## src/rtl/core/cgbu_pkg.sv

```systemverilog
// Shared constants, codes and request types of the graph update core.
// No dependencies; imported by every module of the core.
package cgbu_pkg;

    localparam int MAX_VERTICES_DEF = 1024;
    localparam int MAX_EDGES_DEF    = 8192;
    localparam int BATCH_DEPTH_DEF  = 256;

    localparam int NODE_W    = 10;            // source / target field width
    localparam int NODE_SPAN = 1 << NODE_W;   // reachable source / target values
    localparam int KEY_W     = 2 * NODE_W;    // packed source:target
    localparam int VC_W      = 11;            // vertex limit register width
    localparam int MODE_W    = 2;
    localparam int STATUS_W  = 2;
    localparam int TOTAL_W   = 14;
    localparam int IN_DATA_W  = 24;
    localparam int OUT_DATA_W = 24;

    localparam logic [MODE_W-1:0] MODE_QUERY  = 2'd0;
    localparam logic [MODE_W-1:0] MODE_INSERT = 2'd1;
    localparam logic [MODE_W-1:0] MODE_DELETE = 2'd2;
    localparam logic [MODE_W-1:0] MODE_COMMIT = 2'd3;

    localparam logic [STATUS_W-1:0] STATUS_OK       = 2'd0;
    localparam logic [STATUS_W-1:0] STATUS_FULL     = 2'd1;
    localparam logic [STATUS_W-1:0] STATUS_OVERFLOW = 2'd2;

    // Requests to the touched-row and row-membership bitmaps
    typedef struct packed {
        logic              t_we;
        logic [NODE_W-1:0] t_waddr;
        logic              t_wdata;
        logic [NODE_W-1:0] t_raddr;
        logic              m_we;
        logic [NODE_W-1:0] m_waddr;
        logic              m_wdata;
        logic [NODE_W-1:0] m_raddr;
    } bmp_req_t;

endpackage

```

## src/rtl/core/cgbu_bitmap.sv

```systemverilog
// Touched-row bitmap and row-membership bitmap, one bit per vertex each.
// Depends on cgbu_pkg for widths and the request struct.
module cgbu_bitmap
    import cgbu_pkg::*;
(
    input  logic     clk,
    input  bmp_req_t req,
    output logic     t_rdata,
    output logic     m_rdata
);

    logic touched_mem [NODE_SPAN];
    logic member_mem  [NODE_SPAN];
    logic t_rd_reg;
    logic m_rd_reg;

    // Touched rows: one write, one registered read
    always_ff @(posedge clk)
    begin
        if (req.t_we)
        begin
            touched_mem[req.t_waddr] <= req.t_wdata;
        end
        t_rd_reg <= touched_mem[req.t_raddr];
    end

    // Membership: read returns the old value when read and write hit the same bit
    always_ff @(posedge clk)
    begin
        if (req.m_we)
        begin
            member_mem[req.m_waddr] <= req.m_wdata;
        end
        m_rd_reg <= member_mem[req.m_raddr];
    end

    assign t_rdata = t_rd_reg;
    assign m_rdata = m_rd_reg;

endmodule

```

## config.mk

```make
export PLATFORM = sky130hd
export DESIGN_NAME = cgbu_bitmap
export DESIGN_NICKNAME = d
export VERILOG_FILES = /design/src/rtl/core/cgbu_pkg.sv /design/src/rtl/core/cgbu_bitmap.sv
export SDC_FILE = /design/constraint.sdc
export NUM_CORES = 2
export LEC_CHECK = 0
export BUFFER_PORTS_ARGS = -buffer_cell sky130_fd_sc_hd__buf_2
export CAP_MARGIN = 20
export CORE_UTILIZATION = 60
export CTS_CLUSTER_DIAMETER = 200
export DETAILED_ROUTE_END_ITERATION = 16
export PLACE_DENSITY = 0.76
export SYNTH_ARGS = -nofsm -noshare
export SYNTH_HDL_FRONTEND = slang
export SYNTH_SLANG_ARGS = --single-unit
```

## constraint.sdc

```tcl
create_clock -name clk -period 8.23 [get_ports clk]
set_input_delay 0 -clock clk [delete_from_list [all_inputs] [get_ports clk]]
set_output_delay 0 -clock clk [all_outputs]
set_load 0.1 [all_outputs]
```

==> metrics.yaml <==
power_and_ir_drop:
  combPwrFrac: 0.052
  power_leakage_nw: 29.15
  power.switching_mw: 4.702
  switching_share: 0.2189
  total_power_mw: 21.48
  p_int_mw: 16.78
  pwr-share-clk: 0.412
  pwr-share-seq: 0.535
  power.density_mw_per_mm2: 220.5
  vdd_drop_max_v: 0.0001964
yosys:
  post-synth-top-count-cell: "nor2_1"
  synth_top_flop_cell: "edfxtp_1"
  ys_ff_latch: 2050
  ys_seq_area_frac: 0.6936
  yosysTopAreaCell: "edfxtp_1"
  yosys-top-cells-area: "edfxtp_1, mux4_2, nor2_1"
  synth.yosys.warnings: 0
  syn_nets: 6187
  synthCells: 6142
  synth_top_area_frac: 0.6931
  async_flop_share: 0
  synthesis.area_sq_mm: 0.08873
  synth.distinct_cells: 70
  synth_common_cells: "nor2_1, edfxtp_1, mux4_2, clkbuf_1, nand2_1"
  postSynthAreaPerCell_sq_um: 14.45
  synth_edf_count: 2048
finish:
  design_area_sq_mm: 0.09742
  drive_gt1_frac: 0.1641
  nFillCells: 9679
  nets: 6028
  area.growth.synth_to_final_pct: 9.791
timing:
  fin_hold_ws_ns: 0.03615
  hold_viol: 0
  period_share: 0.4845
  rsz0062_at_grt: "false"
  slew_headroom: 0.1865
  max_freq_ghz: 0.2508
  tns_ns: 0
  min_period_ns: 3.987
  fin_skew_ns: 0.04496
  drv_slew: 0
  finalSetupViolCount: 0
  tightestPinTransition_ns: 1.216
drt:
  num_vias: 54250
  drc: 0
  ant_nets: 0
  drt-pass1-iter-count: 6
  drt-initial-drc-count: 8163
  viasPerCell: 6.727
  drt-wirelength-per-cell_um: 29.24
  totalWireLength_um: 235800
worst_setup_path:
  cp.arrival_ns: 4.72
  startpoint_type: "primary input"
  ff2ff_setup_slack_ns: 4.45
  slowest_delay_ns: 0.60
  criticalPathCategory: "in -> reg"
  required_ns: 8.97
  crit_chain: "buf_8 -> buf_12 -> buf_4 -> mux4_2 -> a22oi_1 -> a21oi_1 -> nor2_1 -> nor2_1 -> or4_1 -> a32oi_1 -> dlygate4sd3_1 -> nand3_1 -> dlygate4sd3_1"
  critPathCaptureType: "flip-flop"
  cp_slowest_cell: "buf_8"
  path_max_fanout: 96
placement:
  placed_area_sq_mm: 0.09000
  dpl.hpwl_um: 120000
  globalplace.congestion: 0.8312
  io_buffer_count: 46
clock_network:
  postCtsSetupBuffers: 0
  cts_max_level: 4
  tritoncts: "done"
  clkSinkCount: 2050
  clockBufferDepth: 3
  cts_made_buffers: 200
  insertion_delay_ns: 0.85
  clkSlewWorstSetupHoldPaths_ns: 0.07
  cts_root_buf: "clkbuf_16"
die:
  core.rowCount: 140
  initial_utilization: 0.6066
  die_w_um: 386.6
  core_sq_mm: 0.1463
  die_h_um: 386.6
  io_pins: 47
  die_area_sq_mm: 0.1494
global_routing:
  met2_usage: 0.4949
  grt_max_degree: 309
  use_met3: 0.06785
  top_usage_layer: "met2"
  grt_use_met1: 0.4225
  grt_util_all_layers: 0.3126
  antenna_found_initial: 5
  grt_pass1_vias: 52610
  overflow: 0
  grt_pass1_wl_um: 340300
run_status:
  status: "completed"
flow_run:
  max_cap_viol_count: 0
hold_path:
  hp-class: "in -> reg"
[path summary, 6_finish.rpt]
kind,start,end,depth (start not counted)
worst min register to register,member_mem[898],m_rdata,6
worst max register to register,touched_mem[170],t_rdata,10
worst max-delay path,req[23],t_rdata,13
worst min-delay path,req[40],touched_mem[710],5
[logic make-up (layout without fill, tap and decap cells)]
family / Yosys count / count (layout) / synth area share
buf+inv: 604 / 605 / 0.03032
flops: 2050 / 2050 / 0.6936
other cells: 0 / 5 / 0
simple gates: 2474 / 2474 / 0.1100
compound gates: 352 / 352 / 0.02827
mux: 662 / 662 / 0.1378
[layer usage]
layer  vias to the layer above  wire length, um  part of all wire
met1                     27510            81990              0.35
met4                         2            10820             0.046
met3                       667            30630              0.13
li1                      22290                -                 -
met5                         -               13          0.000055
met2                      3787           112400              0.48
[power by group through the flow]
stage | combinational (mW) | clock [mW] | sequential [mW]
2_1_floorplan | 0.636 | 0 | 11.7
3_3_place_gp | 1.05 | 0 | 11.7
3_5_place_dp | 1.07 | 0 | 11.7
4_1_cts | 1.08 | 8.89 | 11.5
5_1_grt | 1.16 | 9.29 | 11.5
6_report | 1.12 | 8.86 | 11.5
[state kept, by name (all words and copies together), names as in the netlist]
register / count
member_mem: 1024
m_rdata: 1
touched_mem: 1024
t_rdata: 1
[repair_timing]
item,in CTS,in global routing
hold buffers,29,8
hold endpoints to repair,366,6
resized for setup,0,0
[cells in the final DEF (no fill, tap or decap), types with 9 or more instances in the layout]
cell type / count
a211oi_1: 17
a21oi_1: 69
a221oi_1: 12
a22o_1: 9
a22oi_1: 71
a31oi_1: 13
and2_1: 11
and3b_1: 10
buf_12: 11
buf_16: 26
buf_2: 40
buf_4: 107
bufinv_16: 13
clkbuf_1: 51
clkbuf_16: 201
clkinv_1: 46
clkinv_2: 33
dlygate4sd3_1: 37
edfxtp_1: 2048
mux2_2: 15
mux2i_1: 201
mux4_2: 445
nand2_1: 156
nand2_2: 64
nand3_1: 28
nand4_1: 14
nor2_1: 2079
nor2b_1: 10
nor3_1: 21
nor3b_1: 11
o21ai_0: 21
o221ai_1: 48
o22ai_1: 34
[worst max-delay path, delay by kind of cell]
family          cells  cell delay [ns]
compound gates      3             0.55
buf+inv             5             2.81
mux                 1             0.39
simple gates        4             0.86
[per-stage QoR]
step                      utilization  worst slack, ns  std cells
after floorplan                     -            5.617       6142
after global placement         0.6151            3.922       7630
after detailed placement       0.6153            3.930       7631
after CTS                      0.6602            4.327       8022
after global routing           0.6660            4.066       8061
final                          0.6660            4.243       8065
[final cells by class]
cell class | instances | area (sq um) | area share
repair buffers | 231 | 2446 | 0.02511
clock buffers | 252 | 5221 | 0.05360
clock inverters | 110 | 1056 | 0.01084
multi-input cells | 3488 | 24700 | 0.2535
diodes | 5 | 12.51 | 0.0001284
well taps | 1917 | 2399 | 0.02462
inverters | 12 | 45.04 | 0.0004624
flip-flops and latches | 2050 | 61540 | 0.6317
(Power assumes the default switching activity.)
